==> src/rtl/ps2mpt_pkg.sv <==
package ps2mpt_pkg;

   // Coordinate width of the cursor counters and result fields.
   localparam int COORD_BITS    = 12;
   localparam int SCREEN_BITS   = 13;
   localparam int WHEEL_BITS    = 16;
   localparam int CSR_ADDR_BITS = 4;
   localparam int CSR_DATA_BITS = 32;

   // Limit after clamping to the coordinate span, and the widths of the
   // position sum and of the limit compare.
   localparam int LIM_BITS = (COORD_BITS + 1 > SCREEN_BITS) ? COORD_BITS + 1 : SCREEN_BITS;
   localparam int SUM_BITS = COORD_BITS + 2;
   localparam int CMP_BITS = (SUM_BITS > LIM_BITS) ? SUM_BITS : LIM_BITS;

   localparam logic [LIM_BITS-1:0]    COORD_SPAN     = LIM_BITS'(2 ** COORD_BITS);
   localparam logic [SCREEN_BITS-1:0] DEFAULT_WIDTH  = SCREEN_BITS'(320);
   localparam logic [SCREEN_BITS-1:0] DEFAULT_HEIGHT = SCREEN_BITS'(200);
   localparam logic [COORD_BITS-1:0]  POS_X_RESET    = COORD_BITS'(160);
   localparam logic [COORD_BITS-1:0]  POS_Y_RESET    = COORD_BITS'(100);

   // Header byte layout.
   localparam int SYNC_BIT   = 3;
   localparam int X_SIGN_BIT = 4;
   localparam int Y_SIGN_BIT = 5;
   localparam int X_OVF_BIT  = 6;
   localparam int Y_OVF_BIT  = 7;

   // Byte positions of the header and of the last byte of a packet.
   localparam logic [1:0] IDX_HEAD       = 2'd0;
   localparam logic [1:0] IDX_LAST_SHORT = 2'd2;
   localparam logic [1:0] IDX_LAST_WHEEL = 2'd3;

   typedef enum logic [1:0] {
      REG_WHEEL_MODE    = 2'd0,
      REG_SCREEN_WIDTH  = 2'd1,
      REG_SCREEN_HEIGHT = 2'd2
   } csr_reg_type;

   typedef struct packed {
      logic                   wheel_mode;
      logic [SCREEN_BITS-1:0] screen_width;
      logic [SCREEN_BITS-1:0] screen_height;
   } cfg_type;

   typedef struct packed {
      logic [1:0]                   byte_index;
      logic [COORD_BITS-1:0]        pos_x;
      logic [COORD_BITS-1:0]        pos_y;
      logic [2:0]                   buttons;
      logic signed [WHEEL_BITS-1:0] wheel_sum;
   } track_type;

   typedef struct packed {
      logic [COORD_BITS-1:0]        cursor_x;
      logic [COORD_BITS-1:0]        cursor_y;
      logic [2:0]                   buttons;
      logic signed [7:0]            wheel_step;
      logic signed [WHEEL_BITS-1:0] wheel_total;
      logic                         overflow_dropped;
   } result_type;

endpackage

==> src/rtl/ps2mpt_packet.sv <==
module ps2mpt_packet (
   input  logic [7:0]             rx_byte,
   input  ps2mpt_pkg::cfg_type    cfg,
   input  ps2mpt_pkg::track_type  track,
   input  logic [2:0][7:0]        store,
   output logic                   store_we,
   output logic                   emit,
   output ps2mpt_pkg::track_type  track_in,
   output ps2mpt_pkg::result_type result
);
   import ps2mpt_pkg::*;

   function automatic logic [LIM_BITS-1:0] limit_of(
      input logic [SCREEN_BITS-1:0] reg_value,
      input logic [SCREEN_BITS-1:0] dflt
   );
      logic [LIM_BITS-1:0] raw;
      raw = LIM_BITS'((reg_value != '0) ? reg_value : dflt);
      return (raw > COORD_SPAN) ? COORD_SPAN : raw;
   endfunction

   function automatic logic [COORD_BITS-1:0] clamp_coord(
      input logic signed [SUM_BITS-1:0] v,
      input logic [LIM_BITS-1:0]        lim
   );
      logic [CMP_BITS-1:0] v_u;
      logic [CMP_BITS-1:0] lim_u;
      logic [LIM_BITS-1:0] top;
      v_u   = CMP_BITS'($unsigned(v));
      lim_u = CMP_BITS'(lim);
      top   = lim - LIM_BITS'(1);
      if (v[SUM_BITS-1]) begin
         return '0;
      end else if (v_u >= lim_u) begin
         return top[COORD_BITS-1:0];
      end else begin
         return v_u[COORD_BITS-1:0];
      end
   endfunction

   logic                         skip;
   logic                         complete;
   logic [7:0]                   b0;
   logic [7:0]                   b1;
   logic [7:0]                   b2;
   logic                         dropped;
   logic signed [8:0]            dx;
   logic signed [8:0]            dy;
   logic signed [SUM_BITS-1:0]   sum_x;
   logic signed [SUM_BITS-1:0]   sum_y;
   logic signed [7:0]            step;
   logic signed [WHEEL_BITS:0]   wsum;
   logic signed [WHEEL_BITS-1:0] wsat;

   // A header byte must carry the sync bit; anything else is dropped.
   assign skip     = (track.byte_index == IDX_HEAD) && !rx_byte[SYNC_BIT];
   // Mode cleared mid-packet: a fourth byte still closes a short packet.
   assign complete = !skip && (cfg.wheel_mode ? (track.byte_index == IDX_LAST_WHEEL)
                                              : (track.byte_index >= IDX_LAST_SHORT));
   assign store_we = !skip && !complete;
   assign emit     = complete;

   assign b0 = store[0];
   assign b1 = store[1];
   assign b2 = (track.byte_index == IDX_LAST_SHORT) ? rx_byte : store[2];

   assign dropped = b0[X_OVF_BIT] | b0[Y_OVF_BIT];
   assign dx      = {b0[X_SIGN_BIT], b1};
   assign dy      = {b0[Y_SIGN_BIT], b2};
   assign sum_x   = $signed({2'b00, track.pos_x}) + SUM_BITS'(dx);
   assign sum_y   = $signed({2'b00, track.pos_y}) - SUM_BITS'(dy);

   assign step = cfg.wheel_mode ? $signed(rx_byte) : 8'sd0;
   assign wsum = (WHEEL_BITS + 1)'(track.wheel_sum) + (WHEEL_BITS + 1)'(step);

   always_comb begin
      if (wsum[WHEEL_BITS] != wsum[WHEEL_BITS-1]) begin
         wsat = wsum[WHEEL_BITS] ? {1'b1, {(WHEEL_BITS - 1){1'b0}}}
                                 : {1'b0, {(WHEEL_BITS - 1){1'b1}}};
      end else begin
         wsat = wsum[WHEEL_BITS-1:0];
      end
   end

   always_comb begin
      track_in = track;
      if (store_we) begin
         track_in.byte_index = track.byte_index + 2'd1;
      end else if (complete) begin
         track_in.byte_index = IDX_HEAD;
         if (!dropped) begin
            track_in.buttons   = b0[2:0];
            track_in.pos_x     = clamp_coord(sum_x, limit_of(cfg.screen_width, DEFAULT_WIDTH));
            track_in.pos_y     = clamp_coord(sum_y, limit_of(cfg.screen_height, DEFAULT_HEIGHT));
            track_in.wheel_sum = wsat;
         end
      end
   end

   always_comb begin
      result.cursor_x         = track_in.pos_x;
      result.cursor_y         = track_in.pos_y;
      result.buttons          = track_in.buttons;
      result.wheel_step       = dropped ? 8'sd0 : step;
      result.wheel_total      = track_in.wheel_sum;
      result.overflow_dropped = dropped;
   end

endmodule

==> src/rtl/ps2_mouse_packet_tracker_unit.sv <==
// Channel  Ports                 Direction  Carries
// req      req_valid/req_ready   in         one word: rx_byte from the mouse port
// rsp      rsp_valid/rsp_ready   out        one word per completed packet
// csr      APB csr_psel..pready  in/out     wheel_mode, screen_width, screen_height
//
// One input word is taken every cycle while req_ready is high; a packet's last
// byte passes through the input register, then the result register, before
// its result is valid on rsp.
// The per-byte decode and cursor/wheel update sit between those two registers.
// While a result waits on rsp_ready, one more word is held in the input
// register; a word that completes no packet still moves on during the stall.
// Reset is synchronous, active high: cursor to 160,100, wheel/buttons to zero.
module ps2_mouse_packet_tracker_unit (
   input  logic                                     clock,
   input  logic                                     reset,
   // input words
   input  logic                                     req_valid,
   output logic                                     req_ready,
   input  logic [7:0]                               req_rx_byte,
   // results
   output logic                                     rsp_valid,
   input  logic                                     rsp_ready,
   output logic [ps2mpt_pkg::COORD_BITS-1:0]        rsp_cursor_x,
   output logic [ps2mpt_pkg::COORD_BITS-1:0]        rsp_cursor_y,
   output logic                                     rsp_button_left,
   output logic                                     rsp_button_right,
   output logic                                     rsp_button_middle,
   output logic signed [7:0]                        rsp_wheel_step,
   output logic signed [ps2mpt_pkg::WHEEL_BITS-1:0] rsp_wheel_total,
   output logic                                     rsp_overflow_dropped,
   // configuration
   input  logic                                     csr_psel,
   input  logic                                     csr_penable,
   input  logic                                     csr_pwrite,
   input  logic [ps2mpt_pkg::CSR_ADDR_BITS-1:0]     csr_paddr,
   input  logic [ps2mpt_pkg::CSR_DATA_BITS-1:0]     csr_pwdata,
   output logic [ps2mpt_pkg::CSR_DATA_BITS-1:0]     csr_prdata,
   output logic                                     csr_pready
);
   import ps2mpt_pkg::*;

   // configuration registers
   cfg_type     cfg_ff;
   logic        csr_write;
   csr_reg_type csr_sel;

   // input stage
   logic        in_valid_ff;
   logic        in_valid_in;
   logic [7:0]  in_byte_ff;

   // tracker state
   track_type       track_ff;
   track_type       track_in;
   logic [2:0][7:0] store_ff;

   // result stage
   logic        rsp_valid_ff;
   logic        rsp_valid_in;
   result_type  rsp_ff;
   result_type  result;

   logic        store_we;
   logic        emit;
   logic        advance;

   // ---------------------------------------------------------------- CSR
   assign csr_pready = 1'b1;
   assign csr_write  = csr_psel & csr_penable & csr_pwrite & csr_pready;
   assign csr_sel    = csr_reg_type'(csr_paddr[CSR_ADDR_BITS-1:2]);

   always_ff @(posedge clock) begin
      if (reset) begin
         cfg_ff <= '0;
      end else if (csr_write) begin
         unique case (csr_sel)
            REG_WHEEL_MODE:    cfg_ff.wheel_mode    <= csr_pwdata[0];
            REG_SCREEN_WIDTH:  cfg_ff.screen_width  <= csr_pwdata[SCREEN_BITS-1:0];
            REG_SCREEN_HEIGHT: cfg_ff.screen_height <= csr_pwdata[SCREEN_BITS-1:0];
            default: ;
         endcase
      end
   end

   always_comb begin
      unique case (csr_sel)
         REG_WHEEL_MODE:    csr_prdata = CSR_DATA_BITS'(cfg_ff.wheel_mode);
         REG_SCREEN_WIDTH:  csr_prdata = CSR_DATA_BITS'(cfg_ff.screen_width);
         REG_SCREEN_HEIGHT: csr_prdata = CSR_DATA_BITS'(cfg_ff.screen_height);
         default:           csr_prdata = '0;
      endcase
   end

   // ---------------------------------------------------------- datapath
   ps2mpt_packet u_packet (
      .rx_byte  (in_byte_ff),
      .cfg      (cfg_ff),
      .track    (track_ff),
      .store    (store_ff),
      .store_we (store_we),
      .emit     (emit),
      .track_in (track_in),
      .result   (result)
   );

   // The held word moves on unless it closes a packet and the result
   // register is still full and not being drained.
   assign advance   = in_valid_ff && (!emit || !rsp_valid_ff || rsp_ready);
   assign req_ready = !in_valid_ff || advance;

   always_comb begin
      in_valid_in = in_valid_ff;
      if (req_valid && req_ready) begin
         in_valid_in = 1'b1;
      end else if (advance) begin
         in_valid_in = 1'b0;
      end
   end

   always_comb begin
      rsp_valid_in = rsp_valid_ff;
      if (advance && emit) begin
         rsp_valid_in = 1'b1;
      end else if (rsp_ready) begin
         rsp_valid_in = 1'b0;
      end
   end

   always_ff @(posedge clock) begin
      if (reset) begin
         in_valid_ff  <= 1'b0;
         rsp_valid_ff <= 1'b0;
         track_ff     <= '{byte_index: IDX_HEAD, pos_x: POS_X_RESET, pos_y: POS_Y_RESET,
                           buttons: 3'b000, wheel_sum: '0};
      end else begin
         in_valid_ff  <= in_valid_in;
         rsp_valid_ff <= rsp_valid_in;
         if (advance) begin
            track_ff <= track_in;
         end
      end
   end

   // payload registers, no reset
   always_ff @(posedge clock) begin
      if (req_valid && req_ready) begin
         in_byte_ff <= req_rx_byte;
      end
      if (advance && emit) begin
         rsp_ff <= result;
      end
      // packet bytes land at their own slot as the index walks the packet
      for (int i = 0; i < 3; i++) begin
         if (advance && store_we && (track_ff.byte_index == 2'(i))) begin
            store_ff[i] <= in_byte_ff;
         end
      end
   end

   // ------------------------------------------------------------ outputs
   assign rsp_valid            = rsp_valid_ff;
   assign rsp_cursor_x         = rsp_ff.cursor_x;
   assign rsp_cursor_y         = rsp_ff.cursor_y;
   assign rsp_button_left      = rsp_ff.buttons[0];
   assign rsp_button_right     = rsp_ff.buttons[1];
   assign rsp_button_middle    = rsp_ff.buttons[2];
   assign rsp_wheel_step       = rsp_ff.wheel_step;
   assign rsp_wheel_total      = rsp_ff.wheel_total;
   assign rsp_overflow_dropped = rsp_ff.overflow_dropped;

endmodule

==> config.mk <==
export PLATFORM = sky130hd
export DESIGN_NAME = ps2_mouse_packet_tracker_unit
export DESIGN_NICKNAME = d
export VERILOG_FILES = /design/src/rtl/ps2mpt_pkg.sv /design/src/rtl/ps2mpt_packet.sv /design/src/rtl/ps2_mouse_packet_tracker_unit.sv
export SDC_FILE = /design/constraint.sdc
export NUM_CORES = 1
export LEC_CHECK = 0
export BUFFER_PORTS_ARGS = -buffer_cell sky130_fd_sc_hd__buf_4
export CORE_MARGIN = 2
export CORE_UTILIZATION = 40
export DETAILED_ROUTE_END_ITERATION = 10
export GPL_TIMING_DRIVEN = 0
export PLACE_DENSITY = 0.56
export SLEW_MARGIN = 20
export SYNTH_ARGS = -nofsm -noshare
export SYNTH_HDL_FRONTEND = slang
export SYNTH_SLANG_ARGS = --single-unit
==> constraint.sdc <==
create_clock -name clock -period 10.5 [get_ports clock]
set_clock_uncertainty 0.1 [all_clocks]
set_input_delay 1.05 -clock clock [delete_from_list [all_inputs] [get_ports clock]]
set_output_delay 1.05 -clock clock [all_outputs]
set_load 0.01 [all_outputs]
After elaboration in Yosys (flattened, before gate mapping):

Cells that the tools add are included.

* reductions and logical operators: 29
* bitwise operators: 3
* add/subtract/negate cells: 6
* equal/unequal tests: 6
* order comparisons: 5
* mux-type cells: 22

Operator list (count)
* $mux 43: 2
* $mux 13: 4
* $mux 12: 4
* $mux 45: 1
* $pmux 13 s3: 1
* $mux 16: 2
* $ge 14x13->1: 2
* $gt 13x13->1 const B: 2
* $reduce_bool 13->1: 2
* $sub 12x1->12 const B: 2
* $add 16x8->17: 1
* $mux 8: 2
* $add 13x9->14: 1
* $sub 13x9->14: 1
* $logic_and 1x1->1: 10
* $reduce_and 2->1: 4
* $eq 2x2->1 const B: 3
* $reduce_bool 2->1: 3
* $logic_not 1->1: 5
* $mux 1: 5
* $eq 2x1->1 const B: 2
* $logic_not 2->1: 2
* $logic_or 1x1->1: 3
* $add 2x1->2 const B: 1
* other kinds (5): 6

* output and inout bits: 87
* input bits: 51
* flip-flop bits (word level): 158

Longest topological paths before layout:

Gate-level depths: netlist of run 1.

* depth after elaboration: 11
* gate-level depth with buffers: 20
* mapped depth without buffers: 18

Hierarchy:

A second synthesis of run 1 with hierarchy kept.

* cells, all modules: 1113
* area, all modules: 10660.2 um^2

Modules (own cells, without submodules)
* ps2_mouse_packet_tracker_unit: times used 1, cells an instance 439, area each 6075.8 um^2
* ps2mpt_packet: times used 1, cells an instance 674, area each 4584.4 um^2

Least setup slack after synthesis of run 1:

Ideal clock, no wire load.

* path kind: input to register
* start: input port rsp_ready
* end: register track_ff[21] (netlist bit)
* library setup time: 0.122 ns
* arrival: 6.355 ns
* stages: 5
* path slack: 3.923 ns
* path through: nor2b_1 -> nor3b_1 -> nand2_1 -> clkbuf_1 -> a221o_1

* cells in the longest elaborated chain, start to end: 2

Ends and longest elaborated chain
* from (decl): RTL line ps2_mouse_packet_tracker_unit.sv:22 `input logic rsp_ready,`
* $logic_or 1x1->1: RTL line ps2_mouse_packet_tracker_unit.sv:108 `assign advance = in_valid_ff && (!emit || !rsp_valid_ff || rsp_ready);`
* $logic_and 1x1->1: RTL line ps2_mouse_packet_tracker_unit.sv:108
* to (signal assigned): RTL line ps2_mouse_packet_tracker_unit.sv:133 `track_ff <= '{byte_index: IDX_HEAD, pos_x: POS_X_RESET, pos_y: POS_Y_RESET,`
* to (signal assigned): RTL line ps2_mouse_packet_tracker_unit.sv:139 `track_ff <= track_in;`
* to (decl): RTL line ps2_mouse_packet_tracker_unit.sv:53 `track_type track_ff;`

Every way passes these cells.
A chain may end at the register's enable or synchronous reset.

==> results.sh, run 1 <==
export IMPL_syn_inst=1016
export IMPL_ys_types=78
export IMPL_fillers=2261
export IMPL_critPathLaunchType="register"
export IMPL_postCtsSetupBuffers=0
export IMPL_drcViolationCount=0
export IMPL_grt_max_degree=18
export IMPL_p_sw_uw=378
export IMPL_ios=138
export IMPL_wl_per_cell_um=17.9
export IMPL_max_stage_delay_ps=440
export IMPL_clock_latency_ps=440
export IMPL_post_place_cells=1454
export IMPL_cts_tree="yes"
export IMPL_synthArstFlopShare=0
export IMPL_h_tree_depth=4
export IMPL_cts_buffers=17
export IMPL_first_global_vias=7611
export IMPL_synthAdderAreaFrac=0.105
export IMPL_holdWs_ps=372
export IMPL_muxShareOfSynthArea=0.0434
export IMPL_min_path_cells=2
export IMPL_relSlewSlack=0.502
export IMPL_min_from="track_ff[28]"
export IMPL_reg2regPathDepth=16
export IMPL_synth_top_family_by_area="compound AO/OA/AOI/OAI gates"
export IMPL_syn2layout_area_growth_pct=18.8
export IMPL_synth_edf_count=83
export IMPL_rows=56
export IMPL_period_share=0.488
export IMPL_cp_max_fo=10
export IMPL_core_sq_mm=0.0236
export IMPL_worst_ep_arrival_time_ps=5240
export IMPL_die_w_um=159
export IMPL_synth_compound_area_frac=0.203
export IMPL_die_area_sq_mm=0.0254
export IMPL_r2r_start="cfg_ff[26]"
export IMPL_yosysSeqAreaShare=0.411
export IMPL_final_nets=1284
export IMPL_antenna_cells=0
export IMPL_overflow=0
export IMPL_timing_rr_end="rsp_wheel_total[1]"
export IMPL_antenna_found_initial=0
export IMPL_place_hpwl_um=20300
export IMPL_ys_ff_latch=157
export IMPL_max_cap_violations=0
export IMPL_grt_pass1_wl_um=42000
export IMPL_p_int_uw=1020
export IMPL_yosysWarnings=0
export IMPL_worstMarginPinSlew_ps=743
export IMPL_finalWirelength_um=26600
export IMPL_fin_crit_ps=5120
export IMPL_crit_type="register to register"
export IMPL_min_path_type="register to register"
export IMPL_gp_congestion=0.875
export IMPL_vias=7949
export IMPL_drive_above_1_share=0.171
export IMPL_p_clk_frac=0.433
export IMPL_cts_root_buf="clkbuf_16"
export IMPL_fp_dieH_um=159
export IMPL_max_freq_mhz=195
export IMPL_finalSetupViolations=0
export IMPL_port_buffers=95
export IMPL_ir_drop_mv=0.0813
export IMPL_hold_viol_final=0
export IMPL_required_ps=10620
export IMPL_leakagePower_uw=0.00457
export IMPL_stdcell_count=1486
export IMPL_drtPass1Iterations=5
export IMPL_cts_resized=0
export IMPL_drtAntennaViolNets=0
export IMPL_hold_end="track_ff[28]"
export IMPL_rsz0062_at_grt="no"
export IMPL_synth_ff_type="edfxtp_1"
export IMPL_crit_slowest_cell="clkbuf_1"
export IMPL_cts_sinks=157
export IMPL_synthSimpleGateAreaFrac=0.149
export IMPL_status="finished, final reports clean"
export IMPL_p_per_area_mw_per_mm2=122
export IMPL_initial_core_util=0.409
export IMPL_end_kind="register"
export IMPL_clockBufferDepth=2
export IMPL_synthXorXnorAreaFrac=0.0381
export IMPL_grtUsageTotal=0.209
export IMPL_setup_tns_final_ps=0
export IMPL_reg2reg_slack_ps=5380
export IMPL_p_seq_frac=0.473
export IMPL_slew_violations=0
export IMPL_clk_pin_slew_ps=70
export IMPL_path_cells="clkbuf_1, clkbuf_1, and2_1, ha_1, a21o_1, a2111oi_0, o21ai_0, a31oi_1, o21bai_1, xor2_1, ha_1, nand2_1, a21oi_2, buf_2, nor2_1, o21ai_0"
export IMPL_cts_hold_fix_buffers=0
export IMPL_combPwrFrac=0.095
export IMPL_routed_via_density=5.35
export IMPL_drt_iter0_markers=408
export IMPL_avgSynthCellArea_sq_um=9.51
export IMPL_sw_frac_of_total=0.270
export IMPL_synth_area_sq_mm=0.00966
-- cells in the mapped netlist, drive strengths merged (11+ instances only) --
library cell  instances  area (sq um)
nand2               146           551
edfxtp               83          2490
ha                   76           951
a21oi                75           383
dfxtp                74          1480
nor2                 71           274
o21ai                59           299
inv                  37           139
xnor2                34           298
buf                  32           225
clkbuf               31           116
a22o                 29           254
mux2i                28           280
a211oi               19           148
o21a                 19           143
o31ai                19           163
mux2                 12           139
a21o                 11          82.6
and2                 11          68.8
-- sequential cells by signal (all words and copies together), names as in the netlist, 8 cells and up --
register,count
rsp_wheel_total,16
rsp_wheel_step,8
cfg_ff,27
rsp_cursor_y,12
in_byte_ff,8
track_ff,45
rsp_cursor_x,12
store_ff,23
-- how the worst max path moves through the flow --
stage                from            endpoint  slack (ps)  cells after the start
3_5_place_dp   cfg_ff[26]  rsp_wheel_total[1]        5460                     16
3_3_place_gp    rsp_ready        track_ff[29]         320                      6
5_1_grt        cfg_ff[26]  rsp_wheel_total[1]        4980                     16
6_report       cfg_ff[26]  rsp_wheel_total[1]        5380                     16
4_1_cts        cfg_ff[26]  rsp_wheel_total[1]        5400                     16
2_1_floorplan   rsp_ready        track_ff[21]        3920                      5
-- area by class of cell --
class	count	area, sq um	share of cell area
well taps	319	399	0.0348
clock buffers	17	425	0.0371
inverters	37	139	0.0121
multi-input cells	777	5280	0.460
plain buffers	63	342	0.0298
repair buffers	101	769	0.0671
flip-flops and latches	157	3970	0.346
clock inverters	15	149	0.0130
-- critical path: cells and delay by family (launching register included) --
family                     cells  cell delay, ps
DFF                            1             310
AOI/OAI and AO/OA              7            1830
buffers and inverters          3            1170
and+or+nand+nor                3             610
xor gates and xnor gates       1             160
adders and majority gates      2             710
-- cell usage in the layout (no fill, tap or decap), types with 28 or more instances in the layout --
cell / netlist / layout
nand2_1: 145 / 145
buf_4: 21 / 119
edfxtp_1: 83 / 83
ha_1: 76 / 76
dfxtp_1: 74 / 74
a21oi_1: 73 / 73
nor2_1: 70 / 70
inv_1: 36 / 36
o21ai_0: 34 / 34
xnor2_1: 34 / 34
clkbuf_1: 31 / 31
a22o_1: 29 / 29
mux2i_1: 28 / 28
-- metal layers --
metal,up-vias,wire (um),part of all wire,GRT usage
met4,0,275,0.010,0.0529
met5,-,0,0,0
met1,3795,12400,0.47,0.282
li1,3956,-,-,-
met2,178,12700,0.48,0.352
met3,20,1190,0.045,0.0333
-- per-stage QoR --
stage	utilization	setup WS [ps]	power [uW]	instance area [sq um]
global route	0.486	4980	1450	11500
global placement	0.459	321	808	10800
CTS	0.486	5400	1410	11500
floorplan	-	3920	763	9730
detailed placement	0.462	5460	808	10900
finish	0.486	5380	1400	11500
-- logic make-up (layout without fill, tap and decap cells) --
kind of cell,Yosys count,count (layout)
compound gates,287,287
xor+xnor,42,42
fa+ha+maj,79,79
buf+inv,100,233
flops,157,157
mux,40,40
other cells,2,20
simple gates,309,309
-- power groups by stage --
stage / combinational, uW / clock [uW] / sequential (uW)
floorplan: 92.5 / 0 / 671
global placement: 131 / 0 / 677
detailed placement: 132 / 0 / 676
CTS: 133 / 618 / 663
global route: 147 / 640 / 663
finish: 133 / 607 / 663
(Power assumes the default switching activity.)
==> inputs of run 2 (changes only) <==
==> constraint.sdc (replaced) <==
create_clock -name clock -period 5.2 [get_ports clock]
set_clock_uncertainty 0.1 [all_clocks]
set_input_delay 0.52 -clock clock [delete_from_list [all_inputs] [get_ports clock]]
set_output_delay 0.52 -clock clock [all_outputs]
set_load 0.01 [all_outputs]
==> results.sh, run 2 (synthesis results as in run 1) <==
export IMPL_status="finished, final reports clean"
export IMPL_timing_rr_end="rsp_wheel_total[1]"
export IMPL_final_cell_mix="nand2_1 (145), buf_4 (116), edfxtp_1 (83)"
export IMPL_max_stage_delay_ps=610
export IMPL_cp_buffers_inverters=2
export IMPL_h_tree_depth=4
export IMPL_cp_max_fo=10
export IMPL_rows=56
export IMPL_required_ps=5340
export IMPL_min_from="req_rx_byte[5]"
export IMPL_clock_latency_ps=450
export IMPL_final_common_cell="nand2_1"
export IMPL_port_buffers=95
export IMPL_initial_core_util=0.409
export IMPL_drcViolationCount=0
export IMPL_combPwrFrac=0.093
export IMPL_die_area_sq_mm=0.0254
export IMPL_end_kind="register"
export IMPL_cpLargestDelayFamily="compound AO/OA/AOI/OAI gates"
export IMPL_hold_viol_final=0
export IMPL_final_nets=1281
export IMPL_antenna_cells=0
export IMPL_p_int_uw=2120
export IMPL_worst_ep_arrival_time_ps=5000
export IMPL_cts_root_buf="clkbuf_16"
export IMPL_fin_crit_ps=4860
export IMPL_cts_resized=0
export IMPL_cts_sinks=157
export IMPL_wl_per_cell_um=18.0
export IMPL_overflow=0
export IMPL_ios=138
export IMPL_hold_end="in_byte_ff[5]"
export IMPL_critPathLaunchType="register"
export IMPL_first_global_vias=7622
export IMPL_finalWirelength_um=26700
export IMPL_cts_buffers=17
export IMPL_p_sw_uw=757
export IMPL_min_path_cells=1
export IMPL_fp_dieH_um=159
export IMPL_leakagePower_uw=0.00457
export IMPL_crit_slowest_cell="dfxtp_1"
export IMPL_drt_iter0_markers=452
export IMPL_post_dp_cell_area_sq_mm=0.0109
export IMPL_clockBufferDepth=2
export IMPL_die_w_um=159
export IMPL_worstMarginPinSlew_ps=764
export IMPL_clk_pin_slew_ps=70
export IMPL_period_share=0.935
export IMPL_core_sq_mm=0.0236
export IMPL_fillers=2283
export IMPL_antenna_found_initial=0
export IMPL_crit_type="register to register"
export IMPL_cts_hold_fix_buffers=0
export IMPL_postCtsSetupBuffers=0
export IMPL_slew_violations=0
export IMPL_sw_frac_of_total=0.263
export IMPL_routed_via_density=5.33
export IMPL_r2r_start="cfg_ff[26]"
export IMPL_drive_above_1_share=0.170
export IMPL_cts_tree="yes"
export IMPL_syn2layout_area_growth_pct=19.0
export IMPL_drtPass1Iterations=5
export IMPL_post_place_cells=1452
export IMPL_drtAntennaViolNets=0
export IMPL_p_clk_frac=0.442
export IMPL_grtUsageTotal=0.210
export IMPL_path_cells="clkbuf_1, and2_2, ha_1, a21o_1, a2111oi_0, o21ai_0, a31oi_1, o21bai_1, xor2_1, ha_1, nand2_1, a21oi_2, buf_2, nor2_1, o21ai_0"
export IMPL_largest_register_ffs=45
export IMPL_power_uw=2880
export IMPL_finalSetupViolations=0
export IMPL_top_regs="track_ff x45, cfg_ff x27, store_ff x23"
export IMPL_reg2reg_slack_ps=340
export IMPL_grt_max_degree=17
export IMPL_p_seq_frac=0.465
export IMPL_place_hpwl_um=20400
export IMPL_gp_congestion=0.873
export IMPL_max_cap_violations=0
export IMPL_fin_area_sq_mm=0.0115
export IMPL_reg2regPathDepth=15
export IMPL_ir_drop_mv=0.186
export IMPL_largest_register="track_ff"
export IMPL_min_path_type="input pin to register"
export IMPL_max_freq_mhz=206
export IMPL_p_per_area_mw_per_mm2=251
export IMPL_grt_pass1_wl_um=41700
export IMPL_postLayoutCoreUtil=0.487
export IMPL_rsz0062_at_grt="no"
export IMPL_vias=7899
export IMPL_stdcell_count=1483
export IMPL_relSlewSlack=0.488
-- run 2: cell count changes in the layout (fill, tap and decap cells not counted), moves of 2 or more --
cell      delta
buf_4        -3
buf_6        -2
buf_8        +3
clkinv_4     -2
clkinv_8     -2
inv_6        +2
-- run 2: worst max path at each step --
stage	start	to	slack, ps	cells after the start
after CTS	cfg_ff[26]	rsp_wheel_total[1]	130	16
after global placement	track_ff[43]	track_ff[21]	-1420	9
after global routing	cfg_ff[26]	rsp_wheel_total[1]	20	15
final	cfg_ff[26]	rsp_wheel_total[1]	340	15
after detailed placement	cfg_ff[26]	rsp_wheel_total[5]	200	15
after floorplan	track_ff[43]	track_ff[21]	750	9
-- run 2: layout make-up --
class | count | area, sq um | area share
plain buffers | 62 | 340 | 0.0296
clock buffers | 18 | 439 | 0.0382
clock inverters | 14 | 146 | 0.0127
inverters | 37 | 139 | 0.0121
multi-input cells | 777 | 5290 | 0.460
flip-flops and latches | 157 | 3970 | 0.346
well taps | 319 | 399 | 0.0347
repair buffers | 99 | 769 | 0.0670
-- run 2: power by group through the flow --
stage                     Combinational (uW)  Clock, uW  Sequential (uW)
after floorplan                          187          0             1350
after global placement                   264          0             1370
after detailed placement                 267          0             1370
after CTS                                269       1290             1340
after global routing                     298       1350             1340
final                                    268       1270             1340
-- run 2: per-layer routing --
metal / GRT usage / up-vias / part of all wire
li1: - / 3961 / -
met1: 0.284 / 3731 / 0.47
met2: 0.344 / 170 / 0.47
met3: 0.0307 / 37 / 0.035
met4: 0.0719 / 0 / 0.022
met5: 0 / - / 0
-- run 2: metrics by stage --
step / TNS, ps / setup WS, ps / hold slack [ps]
after detailed placement: 0 / 203 / 368
after CTS: 0 / 133 / 138
final: 0 / 337 / 150
after floorplan: 0 / 753 / 344
after global routing: 0 / 22.0 / 134
after global placement: -33650 / -1420 / 361
-- run 2: worst register-to-register path: stages (launching register included) --
cell and delay [ps]:
dfxtp_1 610, clkbuf_1 390, and2_2 360, ha_1 330, a21o_1 270, a2111oi_0 380, o21ai_0 240, a31oi_1 240
o21bai_1 150, xor2_1 170, ha_1 360, nand2_1 80, a21oi_2 290, buf_2 320, nor2_1 100, o21ai_0 280
==> inputs of run 3 (changes only) <==
--- a/config.mk
+++ b/config.mk
@@ -6,11 +6,13 @@
 export NUM_CORES = 1
 export LEC_CHECK = 0
 export BUFFER_PORTS_ARGS = -buffer_cell sky130_fd_sc_hd__buf_4
+export CELL_PAD_IN_SITES_DETAIL_PLACEMENT = 0
+export CELL_PAD_IN_SITES_GLOBAL_PLACEMENT = 1
 export CORE_MARGIN = 2
 export CORE_UTILIZATION = 40
 export DETAILED_ROUTE_END_ITERATION = 10
 export GPL_TIMING_DRIVEN = 0
-export PLACE_DENSITY = 0.56
+export PLACE_DENSITY = 0.7
 export SLEW_MARGIN = 20
 export SYNTH_ARGS = -nofsm -noshare
 export SYNTH_HDL_FRONTEND = slang
==> results.sh, run 3 (synthesis results as in run 1) <==
export IMPL_p_clk_frac=0.453
export IMPL_min_path_type="input pin to register"
export IMPL_first_global_vias=7661
export IMPL_fp_dieH_um=159
export IMPL_grt_pass1_wl_um=42300
export IMPL_clk_pin_slew_ps=70
export IMPL_multi_input_area_sq_mm=0.00529
export IMPL_cts_buffers=17
export IMPL_rows=56
export IMPL_largest_register="track_ff"
export IMPL_die_area_sq_mm=0.0254
export IMPL_final_cell_mix="nand2_1 (145), buf_4 (116), edfxtp_1 (83)"
export IMPL_p_seq_frac=0.456
export IMPL_place_hpwl_um=20500
export IMPL_ir_drop_mv=0.199
export IMPL_post_dp_cell_area_sq_mm=0.0109
export IMPL_fillers=2289
export IMPL_hold_viol_final=0
export IMPL_stdcell_count=1483
export IMPL_sw_frac_of_total=0.262
export IMPL_worstMarginPinSlew_ps=902
export IMPL_min_path_cells=1
export IMPL_power_uw=2930
export IMPL_clockBufferDepth=2
export IMPL_hold_end="in_byte_ff[1]"
export IMPL_syn2layout_area_growth_pct=19.2
export IMPL_ios=138
export IMPL_fin_area_sq_mm=0.0115
export IMPL_reg2reg_slack_ps=300
export IMPL_p_int_uw=2160
export IMPL_leakagePower_uw=0.00458
export IMPL_port_buffers=95
export IMPL_die_w_um=159
export IMPL_largest_register_ffs=45
export IMPL_p_per_area_mw_per_mm2=255
export IMPL_final_common_cell="nand2_1"
export IMPL_antenna_found_initial=0
export IMPL_post_place_cells=1452
export IMPL_max_cap_violations=0
export IMPL_period_share=0.941
export IMPL_finalSetupViolations=0
export IMPL_drcViolationCount=0
export IMPL_p_sw_uw=768
export IMPL_cts_root_buf="clkbuf_16"
export IMPL_top_regs="track_ff x45, cfg_ff x27, store_ff x23"
export IMPL_clock_latency_ps=440
export IMPL_reg2regPathDepth=20
export IMPL_holdWs_ps=157
export IMPL_h_tree_depth=4
export IMPL_drive_above_1_share=0.171
export IMPL_worst_ep_arrival_time_ps=4990
export IMPL_drtAntennaViolNets=0
export IMPL_r2r_start="track_ff[43]"
export IMPL_grtUsageTotal=0.212
export IMPL_cts_tree="yes"
export IMPL_crit_type="register to register"
export IMPL_max_freq_mhz=204
export IMPL_relSlewSlack=0.396
export IMPL_core_sq_mm=0.0236
export IMPL_grt_max_degree=18
export IMPL_timing_rr_end="rsp_cursor_y[2]"
export IMPL_pre_cts_slack_ps=-9.97
export IMPL_rsz0062_at_grt="no"
export IMPL_drtPass1Iterations=5
export IMPL_vias=7859
export IMPL_status="finished, final reports clean"
export IMPL_initial_core_util=0.409
export IMPL_combPwrFrac=0.092
export IMPL_wl_per_cell_um=17.9
export IMPL_cp_max_fo=10
export IMPL_setup_ws_ps=304
export IMPL_antenna_cells=0
export IMPL_gp_congestion=0.866
export IMPL_required_ps=5290
export IMPL_regArea_sq_mm=0.00397
export IMPL_finalWirelength_um=26500
export IMPL_cts_sinks=157
export IMPL_routed_via_density=5.30
export IMPL_slew_violations=0
export IMPL_fin_crit_ps=4900
export IMPL_min_from="req_rx_byte[1]"
export IMPL_critPathLaunchType="register"
export IMPL_overflow=0
export IMPL_end_kind="register"
export IMPL_drt_iter0_markers=492
export IMPL_final_nets=1281
==> run 3: changes by cell type in the layout (fill, tap and decap cells not counted) <==
cell       before  now
buf_8           3    1
clkinv_2        1    0
buf_2           7    8
clkbuf_4        1    0
buf_6           1    3
clkbuf_8        1    0
clkbuf_2        0    1
bufinv_16       1    2
inv_8           3    4
clkbuf_1       30   29
inv_6           8    7
clkinv_8        0    1
==> run 3: worst max path at each step <==
stage / end / cells after the start / start
floorplan: track_ff[21] / 9 / track_ff[43]
global placement: track_ff[21] / 9 / track_ff[43]
detailed placement: rsp_wheel_total[0] / 15 / cfg_ff[26]
CTS: rsp_wheel_total[0] / 14 / cfg_ff[26]
global route: rsp_cursor_y[2] / 19 / track_ff[43]
finish: rsp_cursor_y[2] / 20 / track_ff[43]
==> run 3: layer usage <==
metal	GRT usage	vias up	wire (um)
met2	0.346	144	12400
met4	0.0645	0	453
met1	0.292	3744	12900
met3	0.0287	26	842
li1	-	3945	-
met5	0	-	0
==> run 3: power by group through the flow <==
| stage | logic (uW) | registers (uW) | clock network (uW) |
|---|---|---|---|
| floorplan | 187 | 1350 | 0 |
| detailed placement | 267 | 1360 | 0 |
| CTS | 268 | 1340 | 1350 |
| finish | 268 | 1340 | 1330 |
| global placement | 265 | 1360 | 0 |
| global route | 298 | 1340 | 1400 |
==> run 3: area by class of cell <==
| type | count | share of cell area |
|---|---|---|
| inverters | 37 | 0.0121 |
| clock buffers | 17 | 0.0369 |
| multi-input cells | 777 | 0.459 |
| clock inverters | 15 | 0.0165 |
| repair buffers | 99 | 0.0662 |
| flip-flops and latches | 157 | 0.345 |
| well taps | 319 | 0.0347 |
| plain buffers | 62 | 0.0295 |
==> run 3: worst max-delay path, stage by stage (launching register included) <==
cell      delay, ps
dfxtp_1         340
inv_1           110
ha_1            150
buf_2           240
mux2_2          360
ha_1            210
fa_1            410
nor2b_1         170
o31a_1          220
o221ai_1        160
a21o_1          210
nand2_1          80
inv_1            50
ha_1            280
o211ai_1         80
a21oi_1         130
a221oi_1        100
o21ai_1         280
buf_2           350
mux2_1          380
a22o_1          220
==> run 3: through the flow <==
step                TNS (ps)   util
finish                     0  0.488
global route               0  0.488
CTS                        0  0.487
detailed placement     -9.97  0.462
global placement      -30050  0.459
floorplan                  0      -
==> run 3: timing repair <==
item / 4_1_cts / 5_1_grt
hold buffers: 0 / 0
gates resized for setup: 0 / 3
buffers inserted: 0 / 0
setup endpoints to repair: 5 / 23
cloned: 0 / 0
